--- config.mk ---
export PLATFORM = sky130hd
export DESIGN_NAME = gl1pm_cell
export DESIGN_NICKNAME = d
export VERILOG_FILES = /design/src/hdl/assert_macros.svh /design/src/hdl/gl1pm_pkg.sv /design/src/hdl/gl1pm_cell.sv
export SDC_FILE = /design/constraint.sdc
export NUM_CORES = 1
export LEC_CHECK = 0
export BUFFER_PORTS_ARGS = -buffer_cell sky130_fd_sc_hd__buf_2
export CORE_UTILIZATION = 40
export DETAILED_ROUTE_END_ITERATION = 16
export PLACE_DENSITY = 0.84
export SKIP_CTS_REPAIR_TIMING = 1
export SYNTH_ARGS = -nofsm -noshare
export SYNTH_HDL_FRONTEND = slang
export SYNTH_SLANG_ARGS = --single-unit
--- constraint.sdc ---
create_clock -name clk -period 1.45 [get_ports clk]
set_clock_uncertainty 0.15 [all_clocks]
set_input_delay 0.29 -clock clk [delete_from_list [all_inputs] [get_ports clk]]
set_output_delay 0.29 -clock clk [all_outputs]
set_load 0.05 [all_outputs]
--- src/hdl/assert_macros.svh ---
// Assertion macros shared by the RTL. Synthesis sees empty bodies.
`ifndef ASSERT_MACROS_SVH
`define ASSERT_MACROS_SVH

`ifndef SYNTHESIS

`define ASSERT_IMPLIES(label, clk, rst, ante, cons) \
  label: assert property (@(posedge clk) disable iff (rst) (ante) |-> (cons)) \
    else $error("assertion failed");

`define ASSERT_NEXT(label, clk, rst, ante, cons) \
  label: assert property (@(posedge clk) disable iff (rst) (ante) |=> (cons)) \
    else $error("assertion failed");

`else

`define ASSERT_IMPLIES(label, clk, rst, ante, cons)

`define ASSERT_NEXT(label, clk, rst, ante, cons)

`endif

`endif

--- src/hdl/gl1pm_pkg.sv ---
`default_nettype none

package gl1pm_pkg;

  localparam int MAX_POINTS_DEF = 256;
  localparam int COORD_W        = 16;
  localparam int DIST_W         = 17;
  localparam int OP_W           = 2;

  localparam logic [DIST_W-1:0] THRESH_RESET = 17'd160;

  localparam logic [OP_W-1:0] OP_CLEAR = 2'd0;
  localparam logic [OP_W-1:0] OP_LOAD  = 2'd1;
  localparam logic [OP_W-1:0] OP_MATCH = 2'd2;

  typedef enum logic [1:0] {
    ST_IDLE,
    ST_SCAN,
    ST_DRAIN,
    ST_DONE
  } state_t;

  // One stored candidate as it sits in a cell of the ring.
  typedef struct packed {
    logic signed [COORD_W-1:0] x;
    logic signed [COORD_W-1:0] y;
    logic                      used;
  } cand_t;

  typedef struct packed {
    logic shift;
    logic load;
    logic mark;
    logic clear;
  } cell_ctrl_t;

  typedef struct packed {
    logic start;
    logic valid;
  } scan_ctrl_t;

endpackage

`default_nettype wire

--- src/hdl/gl1pm_cell.sv ---
`default_nettype none

module gl1pm_cell (
  input  wire                                  clk,
  input  wire                                  rst,
  input  gl1pm_pkg::cell_ctrl_t                ctrl,
  input  wire signed [gl1pm_pkg::COORD_W-1:0]  load_x,
  input  wire signed [gl1pm_pkg::COORD_W-1:0]  load_y,
  input  gl1pm_pkg::cand_t                     nxt,
  output gl1pm_pkg::cand_t                     cur
);
  import gl1pm_pkg::*;

  logic signed [COORD_W-1:0] x;
  logic signed [COORD_W-1:0] y;
  logic                      used;

  always_ff @(posedge clk) begin
    if (ctrl.shift) begin
      x <= nxt.x;
      y <= nxt.y;
    end else if (ctrl.load) begin
      x <= load_x;
      y <= load_y;
    end
  end

  always_ff @(posedge clk) begin
    if (rst) begin
      used <= 1'b0;
    end else begin
      priority if (ctrl.clear) begin
        used <= 1'b0;
      end else if (ctrl.shift) begin
        used <= nxt.used;
      end else if (ctrl.load) begin
        used <= 1'b0;
      end else if (ctrl.mark) begin
        used <= 1'b1;
      end
    end
  end

  assign cur.x    = x;
  assign cur.y    = y;
  assign cur.used = used;

endmodule

`default_nettype wire

After elaboration in Yosys (flattened, before gate mapping) --
Index checks and enable logic that the tools add are counted.
Word-level totals: bits in registers 33, output and inout bits 33
Cells by class: mux-type cells 7, reductions and logical operators 3
Operators by type and width (count):
- $mux W16 | 4
- $mux W1 | 3
- $reduce_bool A3 Y1 | 1
- $reduce_bool A2 Y1 | 1
- $reduce_or A2 Y1 | 1

Longest topological paths before layout --
depth after elaboration 3, mapped depth 4

Worst setup path after synthesis --
No wires, ideal clock.
path type input to register, from input port ctrl[3] in the netlist's numbering, to register used, setup time 79 ps, data arrival time 1129 ps, data required time 1221 ps, slack 91 ps, cell stages on the path 4, path buffers 1, cells stage by stage buf_6 > or2_4 > o21bai_1 > a211oi_2
On the way: word-level cells in the longest chain between the ends 1, elaborated cells on any way between the ends 2, classes of those cells mux: 1; reduce/logical: 1
Ends and longest elaborated chain:
- start, declared | RTL line gl1pm_cell.sv:6 | input gl1pm_pkg::cell_ctrl_t ctrl,
- $reduce_bool A3 Y1 (no line) / $mux W1 (equally long branches)
- end signal, assigned | RTL line gl1pm_cell.sv:35 | used <= nxt.used;
- end, declared | RTL line gl1pm_cell.sv:16 | logic used;
Parallel ways exist; a longest one is shown, timed or not. A chain may end at the register's enable or synchronous reset.

Worst setup path in the final report --
from register x[1], to output port cur[18] in the netlist's numbering
RTL lines:
- start, declared | RTL line gl1pm_cell.sv:14 | logic signed [COORD_W-1:0] x;
- start signal, assigned | RTL line gl1pm_cell.sv:20 | x <= nxt.x;
- start signal, assigned | RTL line gl1pm_cell.sv:23 | x <= load_x;
- end, declared | RTL line gl1pm_cell.sv:10 | output gl1pm_pkg::cand_t cur
No word-level cell between the ends.

==> summary by stage <==
Floorplanning
The die is 61.3 um tall. Pin placement for this block handled 104 I/O pins. The placeable core area is 3360 um2. The floorplan step defined a die boundary enclosing 3760 um2. The floorplan row count is 21. The effective utilization at floorplan is 41.9%. The floorplan die width is 61.3 um.

Cells and area
The filler cell count in the final layout is 285. For this run, the share of the core covered by cells in the final layout is 62.2%. Of the cells placed in the final design, the portion with a size suffix greater than 1 is 78.9%. The area growth from synthesis to layout is 48.6%. The register area is 981 um2. Summing all multi-input logic gate instances after layout gives 393 um2. The antenna cell count is 0.

The layout net count is 255.

Flow run
Across the run, the number of max-cap violations was 0.

Timing
The final setup slack of the worst path is 0.0543 ns. The worst slew slack as a fraction of its limit is 82.7%. The fmax is 716 MHz. The transition at the pin with the smallest max-transition slack is 0.261 ns. The final setup TNS is 0 ns. The number of hold violations in the final report is 0. The number of max-slew violations in the final report is 0. The share of the cycle needed by the critical path after routing is 96.3%. The clock period minus worst slack is 1.40 ns. Setup repair after global routing left no endpoint under its margin. Setup violations remaining at the end of the flow were counted as 0.

Clock network
The clock transition time at the flip-flop clock pins of the worst setup and hold paths is 0.11 ns. The clock sink count is 33. The clock tree buffer depth is 2. In this run, CTS created clock tree buffers numbering 5. The H-tree was split into 2 levels. The clock tree from TritonCTS is done. For the worst-skew pair, the clock arrives at the later sink with an insertion delay of 0.32 ns. The root buffer cell is sky130_fd_sc_hd__clkbuf_4.

Outcome
The flow ran to the end, and the final reports show no timing, DRC or antenna violations.

Synth
The mapped netlist covers 1410 um2. The average instance area after synthesis is 19.0 um2. The sequential cell area fraction in the yosys report is 69.7%.

Counting every instance in the synthesized netlist gives 74. The post-synthesis net count is 145. Synthesis inferred 33 register bits. The count of cell types in the netlist is 10. The Yosys step of the flow raised 0 warnings.

Power and ir drop
The share of total power dissipated in the clock network is 26.1%. In this run the power spent charging and discharging nets is 0.804 mW. The static leakage is 0.951 nW.

The total internal power is 1.74 mW. The total power density per cell area is 1210 nW/um2. The switching share of power is 31.6%. IR analysis of the VDD net gives a maximum drop of 0.773 mV. Combinational cells account for 27.2% of the total power. The part of the power in registers is 46.7%. The overall power consumption is 2.54 mW.

Hold path
The worst min-delay path startpoint is nxt[0]. Along the worst hold path, the cell count comes to 3. The class of the worst hold path is input port to register. The worst hold path terminates at used.

Placed design
Prior to clock tree synthesis, the placed netlist has a worst setup slack of 0.0731 ns. The port buffer count is 103. The routability congestion estimate from global placement is 0.728.

Setup path
For this design, the slowest cell found on the critical path is sky130_fd_sc_hd__edfxtp_1. STA puts the critical path data arrival time at 0.96 ns. The maximum fanout encountered on the critical timing path is 1. The critical path goes through buf_2. The worst register-to-register path begins at used.

The worst-case reg-to-reg path depth is 2. The largest stage delay on the critical path is 0.35 ns. STA classifies the critical path endpoint as an output port. The path type of the worst setup path is register to output port. STA classifies the critical path startpoint as a register. The endpoint required time on the critical path is 1.01 ns. Counting both buffers and inverters, the worst setup path holds a total of 1. The endpoint identified for the worst register-to-register timing path is used. Setup slack on the worst reg-to-reg path comes out at 0.62 ns. The largest delay contributor family on the critical path is flip-flops.

Route
The first detailed-routing pass took 4 iterations. The detailed-route wire length is 3.08 mm. The top layer used by detailed routing is met4. In the routed layout, each cell is associated on average with a via count of 4.53. The count of nets left with antenna violations once routing finished came out at 0. For this block, wires on met1 add up to 1.14 mm. After detailed routing, the number of remaining DRC violations is 0.

The vias after detailed routing is 1046. The routed length on met2 is 1.63 mm. In this run, the number of DRC markers left after iteration 0 of detailed routing was 16. Wire segments on met3 add up to 266 um in the final route. The detail-routed net length per standard cell is 13.3 um.

GRT
The pin count of the biggest net entering global routing is 25. The total global routing track utilization is 15.8%. The number of antenna violations at the first check in global routing came to 0. The via count of the first global-routing pass came to 1033.

The first global-routing pass estimated 4.08 mm of wire. The final global-route overflow total is 0.
-- cells in the mapped netlist --
| cell type | number | area share [%] |
|---|---|---|
| sky130_fd_sc_hd__a211oi_2 | 1 | 0.89 |
| sky130_fd_sc_hd__buf_2 | 3 | 1.1 |
| sky130_fd_sc_hd__buf_4 | 1 | 0.53 |
| sky130_fd_sc_hd__buf_6 | 1 | 0.80 |
| sky130_fd_sc_hd__dfxtp_1 | 1 | 1.4 |
| sky130_fd_sc_hd__edfxtp_1 | 32 | 68 |
| sky130_fd_sc_hd__mux2_2 | 32 | 26 |
| sky130_fd_sc_hd__nand2_1 | 1 | 0.27 |
| sky130_fd_sc_hd__o21bai_1 | 1 | 0.53 |
| sky130_fd_sc_hd__or2_4 | 1 | 0.62 |
-- state kept, by name, summed over array words and instances, names as in the netlist --
register and count:
used 1, y 16, x 16
-- metal layers --
layer | up-vias | track usage (%)
met1 | 469 | 15.5
li1 | 507 | -
met5 | - | 0
met2 | 65 | 28.3
met4 | 0 | 10.1
met3 | 5 | 5.25
-- through the flow --
stage               hold WS [ns]  cells  instance area [um2]
finish                    0.0674    231                 2090
detailed placement         0.317    221                 1990
global route              0.0494    231                 2090
CTS                      -0.0469    229                 2070
global placement           0.306    221                 1990
floorplan                  0.205     74                 1410
-- logic make-up after synthesis --
group | after synthesis | share of synthesized area [%]
AOI/OAI and AO/OA | 2 | 1.42
buffers and inverters | 5 | 2.40
DFF | 33 | 69.7
muxes | 32 | 25.6
and+or+nand+nor | 2 | 0.889
-- tightest hold or removal path, cell delays in order --
cell and delay (ns):
sky130_fd_sc_hd__buf_2 0.10, sky130_fd_sc_hd__nand2_1 0.06, sky130_fd_sc_hd__a211oi_2 0.06
-- power groups by stage --
stage | registers, mW | logic [mW] | clock network, mW
2_1_floorplan | 1.58 | 0.114 | 0
6_report | 1.19 | 0.691 | 0.664
3_3_place_gp | 1.20 | 0.677 | 0
5_1_grt | 1.20 | 0.726 | 0.723
3_5_place_dp | 1.21 | 0.687 | 0
4_1_cts | 1.19 | 0.689 | 0.687
-- layout by cell type (no fill, tap or decap) --
master | synthesis | final
sky130_fd_sc_hd__buf_2 | 3 | 102
sky130_fd_sc_hd__buf_4 | 1 | 2
sky130_fd_sc_hd__buf_12 | 0 | 2
sky130_fd_sc_hd__nand2_1 | 1 | 1
sky130_fd_sc_hd__a211oi_2 | 1 | 1
sky130_fd_sc_hd__edfxtp_1 | 32 | 32
sky130_fd_sc_hd__clkbuf_4 | 0 | 5
sky130_fd_sc_hd__bufinv_16 | 0 | 1
sky130_fd_sc_hd__mux2_2 | 32 | 32
sky130_fd_sc_hd__or2_4 | 1 | 1
sky130_fd_sc_hd__clkinv_1 | 0 | 1
sky130_fd_sc_hd__o21bai_1 | 1 | 1
sky130_fd_sc_hd__dfxtp_1 | 1 | 1
sky130_fd_sc_hd__clkbuf_1 | 0 | 1
sky130_fd_sc_hd__dlygate4sd3_1 | 0 | 2
-- worst max path at each step --
stage            start  endpoint  cells after the start
2_1_floorplan  ctrl[3]      used                      4
3_3_place_gp   ctrl[3]     x[10]                      3
3_5_place_dp   ctrl[3]     x[11]                      3
4_1_cts           x[2]   cur[19]                      1
5_1_grt           x[4]   cur[21]                      1
6_report          x[1]   cur[18]                      1
-- final cells by class --
cell class	count	share of cell area [%]
Clock buffer	6	1.97
Clock inverter	2	1.61
Multi-Input combinational cell	36	18.8
Sequential cell	33	46.9
Tap cell	46	2.75
Timing Repair Buffer	108	28.0
Note: power is estimated with default switching activity, not from simulation.
