===== src/hdl/assert_macros.svh =====
// Assertion macros shared by the RTL. Synthesis sees empty bodies.
`ifndef ASSERT_MACROS_SVH
`define ASSERT_MACROS_SVH

`ifndef SYNTHESIS

`define ASSERT_IMPLIES(label, clk, rst, ante, cons) \
  label: assert property (@(posedge clk) disable iff (rst) (ante) |-> (cons)) \
    else $error("assertion failed");

`define ASSERT_NEXT(label, clk, rst, ante, cons) \
  label: assert property (@(posedge clk) disable iff (rst) (ante) |=> (cons)) \
    else $error("assertion failed");

`else

`define ASSERT_IMPLIES(label, clk, rst, ante, cons)

`define ASSERT_NEXT(label, clk, rst, ante, cons)

`endif

`endif


===== src/hdl/gl1pm_pkg.sv =====
`default_nettype none

package gl1pm_pkg;

  localparam int MAX_POINTS_DEF = 256;
  localparam int COORD_W        = 16;
  localparam int DIST_W         = 17;
  localparam int OP_W           = 2;

  localparam logic [DIST_W-1:0] THRESH_RESET = 17'd160;

  localparam logic [OP_W-1:0] OP_CLEAR = 2'd0;
  localparam logic [OP_W-1:0] OP_LOAD  = 2'd1;
  localparam logic [OP_W-1:0] OP_MATCH = 2'd2;

  typedef enum logic [1:0] {
    ST_IDLE,
    ST_SCAN,
    ST_DRAIN,
    ST_DONE
  } state_t;

  // One stored candidate as it sits in a cell of the ring.
  typedef struct packed {
    logic signed [COORD_W-1:0] x;
    logic signed [COORD_W-1:0] y;
    logic                      used;
  } cand_t;

  typedef struct packed {
    logic shift;
    logic load;
    logic mark;
    logic clear;
  } cell_ctrl_t;

  typedef struct packed {
    logic start;
    logic valid;
  } scan_ctrl_t;

endpackage

`default_nettype wire


===== src/hdl/gl1pm_dist.sv =====
`default_nettype none

module gl1pm_dist #(
  parameter int IDX_W = 8
) (
  input  wire                                  clk,
  input  wire                                  rst,
  input  gl1pm_pkg::scan_ctrl_t                ctrl,
  input  gl1pm_pkg::cand_t                     head,
  input  wire                                  in_range,
  input  wire [IDX_W-1:0]                      idx,
  input  wire signed [gl1pm_pkg::COORD_W-1:0]  qx,
  input  wire signed [gl1pm_pkg::COORD_W-1:0]  qy,
  input  wire [gl1pm_pkg::DIST_W-1:0]          threshold,
  output logic                                 found,
  output logic [IDX_W-1:0]                     best_idx,
  output logic [gl1pm_pkg::DIST_W-1:0]         best_dist
);
  import gl1pm_pkg::*;

  logic [COORD_W:0]   dx;
  logic [COORD_W:0]   dy;
  logic [COORD_W:0]   adx;
  logic [COORD_W:0]   ady;
  logic [DIST_W-1:0]  l1_sum;

  logic               v_reg;
  logic               ok_reg;
  logic [IDX_W-1:0]   idx_reg;
  logic [DIST_W-1:0]  d_reg;
  logic               take;

  // The differences of two 16-bit values need 17 bits; their magnitudes fit in 16.
  assign dx     = {qx[COORD_W-1], qx} - {head.x[COORD_W-1], head.x};
  assign dy     = {qy[COORD_W-1], qy} - {head.y[COORD_W-1], head.y};
  assign adx    = dx[COORD_W] ? ((COORD_W+1)'(0) - dx) : dx;
  assign ady    = dy[COORD_W] ? ((COORD_W+1)'(0) - dy) : dy;
  assign l1_sum = {1'b0, adx[COORD_W-1:0]} + {1'b0, ady[COORD_W-1:0]};

  always_ff @(posedge clk) begin
    idx_reg <= idx;
    d_reg   <= l1_sum;
    ok_reg  <= in_range && !head.used;
  end

  always_ff @(posedge clk) begin
    if (rst) begin
      v_reg <= 1'b0;
    end else begin
      v_reg <= ctrl.valid;
    end
  end

  // Strict compare against the best keeps the lower index on ties.
  assign take = v_reg && ok_reg && (d_reg < threshold) && (!found || d_reg < best_dist);

  always_ff @(posedge clk) begin
    if (rst) begin
      found     <= 1'b0;
      best_idx  <= '0;
      best_dist <= '0;
    end else if (ctrl.start) begin
      found     <= 1'b0;
      best_idx  <= '0;
      best_dist <= '0;
    end else if (take) begin
      found     <= 1'b1;
      best_idx  <= idx_reg;
      best_dist <= d_reg;
    end
  end

endmodule

`default_nettype wire


===== config.mk =====
export PLATFORM = sky130hd
export DESIGN_NAME = gl1pm_dist
export DESIGN_NICKNAME = d
export VERILOG_FILES = /design/src/hdl/assert_macros.svh /design/src/hdl/gl1pm_pkg.sv /design/src/hdl/gl1pm_dist.sv
export SDC_FILE = /design/constraint.sdc
export NUM_CORES = 1
export LEC_CHECK = 0
export BUFFER_PORTS_ARGS = -buffer_cell sky130_fd_sc_hd__buf_2
export CAP_MARGIN = 10
export CORE_MARGIN = 10
export CORE_UTILIZATION = 40
export DETAILED_ROUTE_END_ITERATION = 16
export PLACE_DENSITY = 0.74
export SYNTH_ARGS = -nofsm -noshare
export SYNTH_HDL_FRONTEND = slang
export SYNTH_SLANG_ARGS = --single-unit

===== constraint.sdc =====
create_clock -name clk -period 9.8 [get_ports clk]
set_input_delay 0.98 -clock clk [delete_from_list [all_inputs] [get_ports clk]]
set_output_delay 0.98 -clock clk [all_outputs]
set_load 0.02 [all_outputs]

; ---- Word-level counts from Yosys, hierarchy flattened
; Index checks and enable logic that the tools add are counted.
[totals]
memories = 0
mem_bits_rw = 0
romBits = 0
input_bits = 95
output_inout_bits = 26
latch_bits = 0
register_bits = 53
word_cells = 24
[op_classes]
bitwise_logic = 0
shifts = 0
muxes = 2
eq_ne = 0
div = 0
reduce_logical = 8
order_cmp = 2
addsub = 5
mul = 0
[ops]
columns = op, count
row1 = $lt 17x17->1, 2
row2 = $sub 16x16->17, 2
row3 = $mux 16, 2
row4 = $sub 1x16->16 const A, 2
row5 = $add 16x16->17, 1
row6 = $logic_and 1x1->1, 4
row7 = $logic_not 1->1, 2
row8 = $reduce_or 2->1, 1
row9 = $logic_or 1x1->1, 1

; ---- Longest topological paths before layout
; Gate-level depths: netlist of the first run.
[depth]
depth_word = 4
ltp_mapped = 25
mapped_depth_nobuf = 24

; ---- Worst setup path after synthesis of the first run
; No wires, ideal clock.
[synth_timing]
path_kind = input to register
start = input port qx[0] (netlist name)
end = register d_reg[15]
cell_stages = 24
setup_ns = 0.106
t_arrival_ns = 5.539
setup_slack_ns = 4.155
required_time_ns = 9.694
n_path_buf = 1
cell_sequence = inv_1 > ha_1 > fa_1 > nand2b_1 > a21oi_1 > o211ai_2 > nand4b_1 > o211ai_2 > o21ai_2 > a2111oi_0 > a21oi_1 > buf_4 > mux2i_1 > ha_1 > a21o_1 > a21oi_1 > o21bai_1 > a21oi_1 > o21ai_0 > a41oi_1 > a211oi_1 > o21a_1 > o21a_1 > o311ai_0
[synth_between]
elab_chain_len = 4
[synth_rtl]
columns = item, line
row1 = "start, declared", gl1pm_dist.sv:12  ; input wire signed [gl1pm_pkg::COORD_W-1:0] qx,
row2 = $sub 16x16->17 (*), gl1pm_dist.sv:34  ; assign dx = {qx[COORD_W-1], qx} - {head.x[COORD_W-1], head.x};
row3 = $sub 1x16->16, gl1pm_dist.sv:36  ; assign adx = dx[COORD_W] ? ((COORD_W+1)'(0) - dx) : dx;
row4 = $mux 16 (*), gl1pm_dist.sv:36
row5 = $add 16x16->17 (*), gl1pm_dist.sv:38  ; assign l1_sum = {1'b0, adx[COORD_W-1:0]} + {1'b0, ady[COORD_W-1:0]};
row6 = via l1_sum[15], gl1pm_dist.sv:25  ; logic [DIST_W-1:0] l1_sum;
row7 = "end signal, assigned", gl1pm_dist.sv:42  ; d_reg <= l1_sum;
row8 = "end, declared", gl1pm_dist.sv:30  ; logic [DIST_W-1:0] d_reg;
; Mark *: on every way through the listed nets, which the timed path passes. The rest lies on a longest branch.
; A chain may end at the register's enable or synchronous reset.

; ---- Worst setup path after layout of the first run
[layout_timing]
start = input port head[17] (netlist name)
end = register d_reg[15]
[layout_between]
elab_chain_len = 4
[layout_rtl]
columns = item, line
row1 = "start, declared", gl1pm_dist.sv:9  ; input gl1pm_pkg::cand_t head,
row2 = $sub 16x16->17 (*), gl1pm_dist.sv:34
row3 = $sub 1x16->16, gl1pm_dist.sv:36
row4 = $mux 16 (*), gl1pm_dist.sv:36
row5 = $add 16x16->17 (*), gl1pm_dist.sv:38
row6 = via l1_sum[15], gl1pm_dist.sv:25
; Marked as above.

==> results of run 1 <==
[per-layer routing]
| metal | GRT usage | vias up | wire, µm |
|---|---|---|---|
| met1 | 0.164 | 2010 | 5700 |
| met5 | 0 | - | 0 |
| met3 | 0.0248 | 6 | 568 |
| li1 | - | 2468 | - |
| met4 | 0.0236 | 0 | 85 |
| met2 | 0.220 | 85 | 5360 |
[worst max path at each step]
stage	endpoint	cells past startpoint	start	slack [ns]
floorplan	d_reg[15]	24	qx[0]	4.15
global placement	d_reg[15]	24	head[17]	3.92
detailed placement	d_reg[15]	24	head[17]	3.72
CTS	d_reg[15]	24	head[17]	4.03
global route	d_reg[15]	24	head[1]	3.49
finish	d_reg[15]	24	head[17]	4.02
[cell usage after synthesis, types with 9 or more instances]
library cell / number / area share
xnor2_1: 33 / 0.056
nand2b_1: 9 / 0.011
mux2i_1: 27 / 0.052
ha_1: 82 / 0.20
a21oi_1: 49 / 0.048
nand2_1: 23 / 0.017
nor3_1: 11 / 0.011
nor2b_1: 13 / 0.016
o21a_1: 9 / 0.013
dfxtp_1: 53 / 0.21
xor2_1: 21 / 0.036
a21o_1: 14 / 0.020
nand3_1: 10 / 0.0097
nor2_1: 67 / 0.049
inv_1: 83 / 0.060
o21ai_0: 20 / 0.019
[cell type report]
cell class | instances | area [µm²] | share of cell area
multi-input cells | 489 | 3740 | 0.611
flip-flops and latches | 53 | 1060 | 0.173
repair buffers | 123 | 623 | 0.102
inverters | 83 | 312 | 0.0509
well taps | 172 | 215 | 0.0352
clock buffers | 6 | 129 | 0.0211
clock inverters | 2 | 38.8 | 0.00634
[where the power goes]
| part | internal [mW] | switching, mW |
|---|---|---|
| sequential | 0.262 | 0.0386 |
| clock | 0.121 | 0.0747 |
| combinational | 0.296 | 0.336 |
| total | 0.679 | 0.449 |
[cell families after synthesis]
| family | synth area share |
|---|---|
| xor gates and xnor gates | 0.0917 |
| AOI/OAI and AO/OA | 0.208 |
| buffers and inverters | 0.0687 |
| DFF | 0.206 |
| muxes | 0.0546 |
| adders and majority gates | 0.211 |
| and+or+nand+nor | 0.160 |
[worst max-delay path, cell delays in order]
cell,delay (ns)
buf_2,0.10
ha_1,0.22
fa_1,0.41
nand2b_1,0.18
a21oi_1,0.26
o211ai_2,0.19
nand4b_1,0.15
o211ai_2,0.12
o21ai_2,0.27
a2111oi_0,0.15
a21oi_1,0.13
buf_4,0.22
mux2i_1,0.33
ha_1,0.28
a21o_1,0.17
a21oi_1,0.21
o21bai_1,0.09
a21oi_1,0.21
o21ai_0,0.14
a41oi_1,0.32
a211oi_1,0.14
o21a_1,0.21
o21a_1,0.18
o311ai_0,0.30
==> reports/results.tsv, run 1 <==
metric	value	unit
Total Power	1.13	mW
drt pass-1 iters	4	
WS Path Type	input pin to flop	
hold path endpoint	best_idx[6]	
H-Tree Depth	2	
Seq/Total Area, Yosys	0.206	
site row count	41	
area delta synth->final	18.7	%
vias in the first global route	4479	
total negative slack	0	ns
critical path data arrival time	5.96	ns
GRT overflow	0	
crit start category	input pin	
DPL Wire Length	9.99	mm
DRC viols	0	
Placed Cells	920	
antenna violations before repair	0	
post-CTS resize count	0	
Avg Inst Size Synth	8.15	µm²
RSZ-0062 raised after global routing	false	
IO Port Bufs	120	
I/O pins	121	
commonest non-fill, non-tap cell in the layout	buf_2	
Vias/cell	4.92	
pwr dens	184	mW/mm²
synthesized instance count	633	
Clock Sink Count	53	
ys flop type	dfxtp_1	
total die area	0.0178	mm²
CP endpoint kind	flop	
worst hold stages	2	
Finished Layout Cells	928	
Post-DRT Antenna Nets	0	
status	completed	
worst slew pin tran	0.899	ns
Clock Tree Buf Depth	2	
reg-to-reg startpoint	best_dist[1]	
Antenna Cells	0	
fraction of layout cells with a size suffix above 1	0.200	
RR Endpoint	best_idx[3]	
Leakage	2.95	nW
Die Y	134	µm
wirelength, routed	11.7	mm
clock root buffer	clkbuf_16	
R2R setup slack	6.50	ns
final hold violation count	0	
Async SR Flop Fraction	0	
post-synth cell types	65	
pre-CTS setup slack	3.72	ns
Post-synth EDFFs	0	
Initial Utilization	0.409	
CP max FO	14	
syn_nets	813	
max cap viols	0	
Tmin final	5.78	ns
largest net degree at the start of global routing	27	
FMAX	173	MHz
Hold WS	0.474	ns
Placeable Area	0.0126	mm²
vias	4569	
worst-skew pair later-pin latency	0.29	ns
# fillers	1288	
Hold Crit Class	flop to flop	
Num CTS Buffers	5	
Rel. slew slack	0.401	
Starting DRT DRC Count	187	
# setup viols final	0	
highest-count cells in the layout ignoring fill and taps	buf_2, inv_1, ha_1, nor2_1, dfxtp_1	
post-CTS setup buffers	0	
fin crit share	0.590	
TritonCTS clock tree	built	
final worst slack	4.02	ns
Synth Warn #	0	
beginning of the worst hold path	idx_reg[6]	
clk_skew	0.00788	ns
Req. time, crit path	9.98	ns
routed len/inst	12.6	µm
first-pass GRT wire length	20.0	mm
GRT Total Usage	0.129	
Final Util	0.485	
Yosys reg bits	53	
placed instance area	0.00595	mm²
Worst R2R Path Depth	12	
Routability Congestion	0.841	
Max Transition Viols Final	0	
Reg clk slew, reported paths	0.07	ns
maximum vdd drop	0.0946	mV
Nets	935	
CTS Hold Bufs	0	
Post-Syn Area	0.00516	mm²
post-route cell area	0.00612	mm²
die width	134	µm
(Power assumes the default switching activity.)
==> inputs of run 2 (changes only) <==
--- a/config.mk
+++ b/config.mk
@@ -10,7 +10,7 @@
 export CORE_MARGIN = 10
 export CORE_UTILIZATION = 40
 export DETAILED_ROUTE_END_ITERATION = 16
-export PLACE_DENSITY = 0.74
+export PLACE_DENSITY = 0.77
 export SYNTH_ARGS = -nofsm -noshare
 export SYNTH_HDL_FRONTEND = slang
 export SYNTH_SLANG_ARGS = --single-unit
==> constraint.sdc (replaced) <==
create_clock -name clk -period 4.9 [get_ports clk]
set_input_delay 0.49 -clock clk [delete_from_list [all_inputs] [get_ports clk]]
set_output_delay 0.49 -clock clk [all_outputs]
set_load 0.02 [all_outputs]
==> run 2 against run 1 <==
Design area increased by 3.0%. Non-clock buffer count is 19 higher. Combinational power up 120%. Sequential share of layout area decreased by 0.50 points. Register-to-register slack lost 4.7 ns. Critical path depth did not move. First-iteration DRC count grew 17%. Die area did not move. Wire length increased by 4.0%. Via count rose by 2.5%. Critical path type unchanged. Largest cell class unchanged.
==> reports/results.tsv, run 2 (synthesis results as in run 1) <==
metric	value	unit
Rel. slew slack	0.604	
Initial Utilization	0.409	
Routability Congestion	0.851	
post-CTS setup buffers	0	
Reg clk slew, reported paths	0.06	ns
CP peak stage delay	0.41	ns
total die area	0.0178	mm²
CP top delay family	compound AO/OA/AOI/OAI gates	
CP max stage cell	fa_1	
first-pass GRT wire length	21.4	mm
Max Transition Viols Final	0	
TritonCTS clock tree	built	
IO Port Bufs	120	
max cap viols	0	
GRT Total Usage	0.136	
worst hold stages	1	
DPL Wire Length	10.4	mm
R2R setup slack	1.78	ns
drt pass-1 iters	4	
worst slew pin tran	0.590	ns
pwr dens	369	mW/mm²
GRT overflow	0	
status	completed	
fin crit share	0.921	
site row count	41	
H-Tree Depth	2	
hold path endpoint	idx_reg[1]	
critical path data arrival time	4.71	ns
Worst R2R Path Depth	12	
DRC viols	0	
beginning of the worst hold path	idx[1]	
Vias/cell	4.95	
Req. time, crit path	5.10	ns
final hold violation count	0	
Num CTS Buffers	5	
vias	4684	
clock root buffer	clkbuf_16	
Clock Sink Count	53	
CP max FO	6	
RR Endpoint	best_dist[7]	
CP endpoint kind	flop	
Post-DRT Antenna Nets	0	
Die Y	134	µm
Antenna Cells	0	
worst-skew pair later-pin latency	0.29	ns
crit path cell chain	buf_2 > ha_1 > fa_1 > nor2b_2 > o31ai_2 > a211oi_2 > o31a_1 > o21ai_1 > a21oi_1 > nor4_1 > a21oi_1 > buf_4 > mux2i_2 > ha_1 > a21o_1 > a21oi_2 > o21bai_1 > a21oi_2 > o21ai_1 > a41oi_2 > a211oi_2 > o21a_1 > o21a_1 > o311ai_2	
FMAX	221	MHz
largest net degree at the start of global routing	27	
die width	134	µm
Crit path depth	24	
total negative slack	0	ns
clk_skew	0.00396	ns
WS Path Type	input pin to flop	
Final Util	0.499	
Leakage	3.03	nW
crit start category	input pin	
reg-to-reg startpoint	best_dist[1]	
antenna violations before repair	0	
Clock Tree Buf Depth	2	
crit path buf inv count	2	
Nets	954	
# setup viols final	0	
RSZ-0062 raised after global routing	false	
Tmin final	4.51	ns
commonest non-fill, non-tap cell in the layout	buf_2	
fraction of layout cells with a size suffix above 1	0.234	
vias in the first global route	4792	
Placeable Area	0.0126	mm²
Starting DRT DRC Count	218	
area delta synth->final	22.2	%
Hold Crit Class	input pin to flop	
maximum vdd drop	0.189	mV
highest-count cells in the layout ignoring fill and taps	buf_2, inv_1, ha_1, nor2_1, dfxtp_1	
wirelength, routed	12.2	mm
I/O pins	121	
routed len/inst	12.9	µm
-- run 2: worst max-delay path by stage --
| stage | start | end | slack (ns) |
|---|---|---|---|
| after floorplan | qx[0] | d_reg[15] | 0.005 |
| after global placement | head[1] | d_reg[15] | 0.07 |
| after detailed placement | qy[0] | d_reg[16] | -0.05 |
| after CTS | head[1] | d_reg[15] | 0.24 |
| after global routing | qx[0] | d_reg[15] | 0.02 |
| final | head[1] | d_reg[15] | 0.39 |
-- run 2: what timing repair did --
action | CTS | global route
resized for setup | 0 | 9
endpoints found under the setup margin | 0 | 4
hold buffers | 0 | 0
endpoints found under the hold margin | 0 | 0
-- run 2: per-layer routing --
metal  up-vias  track usage  wire length [µm]
met5         -            0                 0
met4         0       0.0278               133
met3        10       0.0195               532
met2       102        0.235              5580
met1      2069        0.175              5930
li1       2503            -                 -
-- run 2: layout make-up --
cell class                      instances  area [µm²]
Clock inverter                          1        7.51
Multi-Input combinational cell        489        3800
Tap cell                              172         215
Sequential cell                        53        1060
Inverter                               83         312
Fill cell                            1251        6320
Clock buffer                            6         139
Timing Repair Buffer                  142         766
-- run 2: where the power goes --
group | total [mW] | switching [mW] | leakage (nW) | internal [mW]
sequential | 0.603 | 0.0787 | 0.437 | 0.524
clock | 0.344 | 0.143 | 0.0690 | 0.200
combinational | 1.38 | 0.713 | 2.52 | 0.666
total | 2.33 | 0.935 | 3.03 | 1.39
-- run 2: stage by stage --
step                      area, µm²  setup slack [ns]  hold WS, ns  total power, mW  cells
after floorplan                5180           0.00462        0.440             1.60    633
after global placement         6120            0.0708        0.445             1.91    939
after detailed placement       6120           -0.0492        0.463             1.95    939
after CTS                      6270             0.240        0.296             2.30    946
after global routing           6300            0.0213        0.290             2.57    946
final                          6300             0.385        0.299             2.33    946
==> inputs of run 3 (changes only) <==
--- a/config.mk
+++ b/config.mk
@@ -7,10 +7,9 @@
 export LEC_CHECK = 0
 export BUFFER_PORTS_ARGS = -buffer_cell sky130_fd_sc_hd__buf_2
 export CAP_MARGIN = 10
-export CORE_MARGIN = 10
-export CORE_UTILIZATION = 40
+export CORE_UTILIZATION = 45
 export DETAILED_ROUTE_END_ITERATION = 16
-export PLACE_DENSITY = 0.77
+export PLACE_DENSITY = 0.83
 export SYNTH_ARGS = -nofsm -noshare
 export SYNTH_HDL_FRONTEND = slang
 export SYNTH_SLANG_ARGS = --single-unit
==> run 3 against run 2 <==
Combinational power is essentially flat. Count of clock-buffer cells in the layout up 1. Sequential share of layout area up 0.15 points. Sequential power down 0.7%. Die area decreased by 33%. Core utilization is 6.9 points higher. Design area shrank 0.89%. Fmax barely moved. Worst hold slack got worse by 0.0037 ns. Wire length down 10%. Largest cell class unchanged. Largest power group unchanged.
==> reports/results.tsv, run 3 (synthesis results as in run 1) <==
metric	value	unit
status	completed	
CP max stage cell	fa_1	
pre-CTS setup slack	-0.0887	ns
Placeable Area	0.0110	mm²
GRT overflow	0	
Worst R2R Path Depth	12	
H-Tree Depth	2	
clock root buffer	clkbuf_16	
WS Path Type	input pin to flop	
RR Endpoint	best_dist[6]	
# setup viols final	0	
placed instance area	0.00604	mm²
Leakage	3.03	nW
Placed Cells	902	
hold path endpoint	idx_reg[0]	
commonest non-fill, non-tap cell in the layout	buf_2	
crit path cell chain	buf_2 > ha_1 > fa_1 > nor2b_2 > o31ai_2 > a211oi_2 > o31a_1 > o21ai_1 > a21oi_2 > nor4_1 > a21oi_1 > mux2i_1 > ha_1 > a21o_1 > a21oi_2 > o21bai_1 > a21oi_2 > o21ai_1 > a41oi_2 > a211oi_1 > o21a_1 > o21a_1 > o311ai_1	
Reg clk slew, reported paths	0.07	ns
reg-to-reg startpoint	best_dist[1]	
Req. time, crit path	5.09	ns
critical path data arrival time	4.71	ns
drt pass-1 iters	5	
worst-skew pair later-pin latency	0.29	ns
worst hold stages	1	
Rel. slew slack	0.401	
area delta synth->final	21.1	%
Die Y	109	µm
worst slew pin tran	0.898	ns
Nets	951	
DPL Wire Length	9.13	mm
GRT Total Usage	0.189	
I/O pins	121	
Clock Sink Count	53	
pwr dens	376	mW/mm²
CP peak stage delay	0.41	ns
max cap viols	0	
maximum vdd drop	0.283	mV
first-pass GRT wire length	18.5	mm
# fillers	1017	
Finished Layout Cells	912	
vias	4769	
CP endpoint kind	flop	
Crit path top cell by count	a21oi_2	
Clock Tree Buf Depth	2	
Hold Crit Class	input pin to flop	
Num CTS Buffers	5	
Max Transition Viols Final	0	
clk_skew	0.00565	ns
crit path buf inv count	1	
largest net degree at the start of global routing	27	
vias in the first global route	4323	
post-route cell area	0.00625	mm²
R2R setup slack	1.54	ns
Tmin final	4.51	ns
DRC viols	0	
Post-DRT Antenna Nets	0	
TritonCTS clock tree	built	
fraction of layout cells with a size suffix above 1	0.231	
die width	109	µm
site row count	38	
Starting DRT DRC Count	234	
final worst slack	0.388	ns
routed len/inst	12.0	µm
Vias/cell	5.23	
beginning of the worst hold path	idx[0]	
crit start category	input pin	
Antenna Cells	0	
Crit. Startpoint	head[1]	
final hold violation count	0	
total die area	0.0119	mm²
CTS Hold Bufs	0	
Initial Utilization	0.469	
FMAX	222	MHz
total negative slack	0	ns
CP top delay family	compound AO/OA/AOI/OAI gates	
fin crit share	0.921	
CP max FO	3	
highest-count cells in the layout ignoring fill and taps	buf_2, inv_1, ha_1, nor2_1, dfxtp_1	
antenna violations before repair	0	
wirelength, routed	10.9	mm
Final Util	0.569	
Routability Congestion	0.855	
IO Port Bufs	120	
run 3: how the worst max path moves through the flow:
stage	to	slack (ns)	cells after the start
final	d_reg[15]	0.39	23
after global routing	d_reg[14]	-0.01	24
after CTS	d_reg[15]	0.20	24
after detailed placement	d_reg[15]	-0.09	24
after global placement	d_reg[16]	0.04	25
after floorplan	d_reg[15]	0.005	24
run 3: area by class of cell:
type / instances / area (µm²) / area share
timing repair buffer: 139 / 743 / 0.119
sequential: 53 / 1060 / 0.170
clock inverter: 1 / 8.76 / 0.00140
inverter: 83 / 312 / 0.0499
multi-input combinational: 489 / 3790 / 0.607
tap: 140 / 175 / 0.0280
clock buffer: 7 / 153 / 0.0244
run 3: stage by stage:
| stage | hold WS (ns) | power [mW] |
|---|---|---|
| final | 0.296 | 2.35 |
| after global routing | 0.289 | 2.57 |
| after CTS | 0.293 | 2.32 |
| after detailed placement | 0.467 | 1.94 |
| after global placement | 0.452 | 1.89 |
| after floorplan | 0.440 | 1.60 |
run 3: report_power, final:
group | internal [mW] | total (mW) | switching, mW
combinational | 0.656 | 1.38 | 0.720
sequential | 0.524 | 0.599 | 0.0754
clock | 0.219 | 0.370 | 0.151
total | 1.40 | 2.35 | 0.947
run 3: layer usage:
metal,vias up,share of wire,track usage
met1,2147,0.48,0.243
met3,11,0.037,0.0155
met5,-,0,0
met2,106,0.47,0.335
li1,2505,-,-
met4,0,0.015,0.0502
run 3: timing repair:
action                                  CTS  global route
endpoints found under the setup margin    0             4
gates resized for setup                   0             8
setup buffers                             0             2
run 3: worst register-to-register path, cell delays in order, from the launching register on:
cell	delay (ns)
dfxtp_1	0.34
inv_1	0.05
ha_1	0.28
a21o_1	0.15
a21o_1	0.16
a21oi_1	0.16
o21ai_1	0.12
a221oi_1	0.31
o21ai_1	0.17
a221oi_4	0.78
buf_4	0.40
mux2i_1	0.23
nor2_1	0.06
